File: src/design/tcw_pkg.sv
// Package with the types and codes shared by the console writer modules.
package tcw_pkg;

   localparam logic [7:0] CHAR_BACKSPACE = 8'd8;
   localparam logic [7:0] CHAR_TAB       = 8'd9;
   localparam logic [7:0] CHAR_NEWLINE   = 8'd10;
   localparam logic [7:0] CHAR_RETURN    = 8'd13;
   localparam logic [7:0] CHAR_SPACE     = 8'h20;
   localparam logic [7:0] ATTR_RESET     = 8'h07;

   typedef struct packed {
      logic        mode;
      logic [7:0]  char_code;
      logic [10:0] read_cell;
   } req_type;

   typedef struct packed {
      logic [10:0] cursor_cell;
      logic [7:0]  cell_char;
      logic [7:0]  cell_attribute;
   } rsp_type;

   typedef enum logic [2:0] {
      OP_READ,
      OP_NEWLINE,
      OP_RETURN,
      OP_TAB,
      OP_BACKSPACE,
      OP_PLAIN
   } op_type;

   typedef struct packed {
      op_type      op;
      logic [7:0]  code;
      logic [10:0] cell_index;
   } cmd_type;

   typedef struct packed {
      logic    valid;
      cmd_type cmd;
   } queue_head_type;

   typedef struct packed {
      logic pop;
      logic clearing;
   } back_status_type;

   typedef enum logic [3:0] {
      BK_CLEAR,
      BK_IDLE,
      BK_PUT,
      BK_MARK,
      BK_BS_MARK,
      BK_SCR_RD,
      BK_SCR_WR,
      BK_FILL,
      BK_DONE
   } bk_state_type;

endpackage

File: src/design/tcw_front.sv
// Front end: accepts items, classifies them and holds them in a two-entry queue.
module tcw_front (
   input  logic                     clock,
   input  logic                     reset,
   input  logic                     req_valid,
   output logic                     req_stall,
   input  tcw_pkg::req_type         req_data,
   output tcw_pkg::queue_head_type  head,
   input  tcw_pkg::back_status_type status
);
   import tcw_pkg::*;

   cmd_type    q_ff [2];
   logic       wp_ff, wp_in;
   logic       rp_ff, rp_in;
   logic [1:0] cnt_ff, cnt_in;
   logic       push;
   cmd_type    cls;

   always_comb begin
      cls.code       = req_data.char_code;
      cls.cell_index = req_data.read_cell;
      if (req_data.mode) begin
         cls.op = OP_READ;
      end else begin
         case (req_data.char_code)
            CHAR_NEWLINE:   cls.op = OP_NEWLINE;
            CHAR_RETURN:    cls.op = OP_RETURN;
            CHAR_TAB:       cls.op = OP_TAB;
            CHAR_BACKSPACE: cls.op = OP_BACKSPACE;
            default:        cls.op = OP_PLAIN;
         endcase
      end
   end

   assign req_stall  = (cnt_ff == 2'd2) | status.clearing;
   assign push       = req_valid & ~req_stall;
   assign head.valid = (cnt_ff != 2'd0);
   assign head.cmd   = q_ff[rp_ff];

   always_comb begin
      wp_in  = push ? ~wp_ff : wp_ff;
      rp_in  = status.pop ? ~rp_ff : rp_ff;
      cnt_in = cnt_ff + {1'b0, push} - {1'b0, status.pop};
   end

   always_ff @(posedge clock) begin
      if (reset) begin
         wp_ff  <= 1'b0;
         rp_ff  <= 1'b0;
         cnt_ff <= 2'd0;
      end else begin
         wp_ff  <= wp_in;
         rp_ff  <= rp_in;
         cnt_ff <= cnt_in;
      end
   end

   always_ff @(posedge clock) begin
      if (push) begin
         q_ff[wp_ff] <= cls;
      end
   end

endmodule

File: config.mk
export PLATFORM = sky130hd
export DESIGN_NAME = tcw_front
export DESIGN_NICKNAME = d
export VERILOG_FILES = /design/src/design/tcw_pkg.sv /design/src/design/tcw_front.sv
export SDC_FILE = /design/constraint.sdc
export NUM_CORES = 1
export LEC_CHECK = 0
export BUFFER_PORTS_ARGS = -buffer_cell sky130_fd_sc_hd__clkbuf_2
export CAP_MARGIN = 40
export CORE_ASPECT_RATIO = 0.9
export CORE_MARGIN = 2
export CORE_UTILIZATION = 51
export DETAILED_ROUTE_END_ITERATION = 7
export GPL_ROUTABILITY_DRIVEN = 0
export MAX_ROUTING_LAYER = met4
export PLACE_DENSITY = 0.83
export SETUP_SLACK_MARGIN = 0.15
export SYNTH_ARGS = -nofsm -noshare
export SYNTH_HDL_FRONTEND = slang
export SYNTH_SLANG_ARGS = --single-unit
File: constraint.sdc
create_clock -name clock -period 3 [get_ports clock]
set_input_delay 0 -clock clock [delete_from_list [all_inputs] [get_ports clock]]
set_output_delay 0 -clock clock [all_outputs]
set_load 0.01 [all_outputs]
==> metrics.md <==
| Metric | Value |
|---|---|
| DR pass1 iterations | `4` |
| Final hold violation count | `2` |
| Postcts setup bufs | `0` |
| Max_cap viols | `0` |
| DRT iter0 DRCs | `39` |
| CTS tree | `built` |
| Fmax | `between 500 and 600 MHz` |
| Flop pwr share | `between 50% and 60%` |
| N_diodes | `0` |
| Core area | `~0.0035 mm2` |
| Max stage delay on crit path | `around 0.41 ns` |
| Fin crit share | `63.5%` |
| Num CTS Buffers | `5` |
| Layout cells sized above 1 | `between 40% and 50%` |
| Avg Inst Size Synth | `around 18 um2` |
| #FFs+latches synth | `a little under 50` |
| Remaining antenna violation count | `0` |
| Std-Cell Rows | `20` |
| Layout Nets | `roughly 210` |
| VDD IR-drop max | `0.000390 V` |
| WP data required | `about 3.2 ns` |
| First-pass GRT wire length | `~4.7 mm` |
| Largest net degree at the start of global routing | `23` |
| Ports | `approximately 50` |
| Period minus WS final | `about 1.9 ns` |
| Avg Vias per Cell | `around 4.9` |
| Post-route setup TNS | `0 ns` |
| Seq/Total Area, Yosys | `between 70% and 80%` |
| Post-synthesis cell count | `between 100 and 150` |
| PortBufs | `between 40 and 50` |
| CP Max Fanout | `4` |
| Total Power | `about 1.4 mW` |
| Switching fraction of total power | `~23%` |
| Worst-skew pair later-pin latency | `roughly 0.29 ns` |
| Post-route cell area | `0.00249 mm2` |
| Crit-path slowest cell | `or3b_4` |
| Hold Path Class | `input pin to flip-flop` |
| Area contributors post-synth | `edfxtp_1, mux2_2, dfxtp_1` |
| Initial antenna violation count | `0` |
| Die X | `just under 70 um` |
| Placement-stage cell area | `between 0.002 and 0.0025 mm2` |
| Critical Path AT | `around 2.1 ns` |
| Post-Syn Area | `between 0.0015 and 0.002 mm2` |
| Bufs and invs on worst path | `1` |
| Leakage | `about 0.97 nW` |
| Max Transition Viols Final | `0` |
| Area Overhead vs Synth | `32.0%` |
| Post-Synthesis Net Count | `around 130` |
| Final wirelength | `roughly 3.1 mm` |
| Fillers | `between 200 and 250` |
| Setup crit end kind | `flip-flop` |
| CP Launch Type | `flip-flop` |
| Largest area contributor in the netlist | `edfxtp_1` |
| DRC | `0` |
| # clock sinks | `49` |
| Critical path class | `flip-flop to flip-flop` |
| Final HPWL DP | `approximately 2.2 mm` |
| Top Family by Delay on Critical Path | `simple AND/OR/NAND/NOR gates` |
| Chip height | `about 60 um` |
| Clk pwr share | `about 26%` |
| Clock root cell | `clkbuf_8` |
| Clock Path Buffers | `2` |
| Synth top area share | `70.2%` |
| Initial Util | `between 50% and 60%` |
| Int Pwr | `1.07 mW` |
| Switch Pwr | `0.322 mW` |
| Max_slew headroom | `between 70 and 80%` |
| Comb pwr share | `~16%` |
| Vias after detailed routing | `between 1000 and 1500` |
| Most frequent CP cell | `ha_1` |
| Clk pin slew, worst setup/hold paths | `around 0.080 ns` |
| Synth warnings | `0` |
| Cells along the critical path | `nor2b_4 -> or3b_4 -> ha_1 -> inv_1 -> ha_1 -> xor2_1 -> xnor2_1 -> nor2_1` |
| RSZ-0062 raised after global routing | `no` |
| Final number of setup-violating endpoints | `0` |
| Least-Margin Pin Slew | `roughly 0.42 ns` |
| H-tree levels | `2` |
| Cell variety after synth | `18` |
| Total gr overflow | `0` |
| Number of global-route vias before repair | `between 1000 and 1500` |
| Hold slack | `-0.00282 ns` |
| Wire length per cell | `14.1 um` |
| Status | `complete, but fails checks` |
| GR Util All Layers | `between 15 and 20%` |
| Violated checks | `negative hold slack` |
| P per Cell Area | `about 560 mW/mm2` |
| Worst Clk Skew | `about 0.0035 ns` |
| Die area | `roughly 0.0042 mm2` |
## area by class of cell
cell class	count	area [um2]	share of cell area [%]
sequential	49	1420	57.2
timing repair buffer	71	470	18.9
multi-input combinational	49	449	18.1
clock buffer	6	72.6	2.92
tap	44	55.1	2.21
clock inverter	2	10.0	0.403
inverter	2	7.51	0.302
## registers in the layout, indices dropped and copies added, names as in the netlist, named ones only
signal	flops
rp_ff	1
wp_ff	1
q_ff	44
cnt_ff	2
## what timing repair did
item                                    in CTS  in global routing
endpoints found under the hold margin       42                  0
gates resized for setup                      0                  0
endpoints found under the setup margin       0                  0
hold buffers                                20                  0
## cells in the mapped netlist (all sizes together)
library cell and n:
a21oi 2, and2 1, buf 2, dfxtp 5
edfxtp 44, ha 2, inv 2, mux2 24
nor2 9, nor2b 2, nor4 1, nor4bb 1
or2 2, or3b 1, xnor2 2, xor2 2
## stage by stage
step	instances	util (%)	setup slack, ns	hold WS [ns]
floorplan	102	-	0.822	0.0716
global placement	194	63.4	1.24	0.191
detailed placement	195	63.8	1.11	0.198
CTS	223	72.0	1.10	0.00310
global route	223	72.0	1.01	0.0224
finish	223	72.0	1.10	-0.00282
## power groups by stage
stage | sequential (mW) | clock [mW] | combinational, mW
floorplan | 0.819 | 0 | 0.128
global placement | 0.829 | 0 | 0.189
detailed placement | 0.827 | 0 | 0.209
CTS | 0.811 | 0.366 | 0.231
global route | 0.815 | 0.393 | 0.247
finish | 0.811 | 0.356 | 0.228
## cells in the final DEF, fill, tap and decap left out, types with 2 or more instances in the layout
cell,instances
dfxtp_1,5
clkbuf_8,5
a21oi_1,2
nor2_1,7
dlygate4sd3_1,20
buf_4,2
ha_1,2
clkbuf_2,48
or2_2,2
nor2_2,2
edfxtp_1,44
mux2_2,23
xnor2_1,2
xor2_1,2
clkinv_2,2
inv_1,2
## metal layers
layer  share of wire [%]  global-route usage, %
met4                 1.6                   6.00
met1                  39                   17.6
met2                  53                   29.7
met3                 5.8                   5.48
met5                   0                      -
## worst register-to-register path, stage by stage, from the launching register on
cell and delay [ns]:
dfxtp_1 0.34, nor2b_4 0.13, or3b_4 0.41, ha_1 0.29
inv_1 0.04, ha_1 0.17, xor2_1 0.18, xnor2_1 0.16
nor2_1 0.07
## cells by family (layout without fill, tap and decap cells)
kind of cell    after synthesis  after routing  share of synthesized area, %
simple gates                 17             17                          5.32
flops                        49             49                          75.5
fa+ha+maj                     2              2                          1.33
compound gates                2              2                         0.532
buf+inv                       4             81                         0.930
xor+xnor                      4              4                          1.86
mux                          24             24                          14.6
## worst paths after layout
path / startpoint / end / slack [ns] / cells past startpoint
setup / recovery: cnt_ff[1] / cnt_ff[1] / 1.10 / 8
hold / removal: status[1] / flip-flop / -0.003 / 3
setup reg to reg: cnt_ff[1] / cnt_ff[1] / 1.10 / 8
hold reg to reg: rp_ff / flip-flop / 0.53 / 2
No activity file was read; power rests on OpenSTA's default activity.
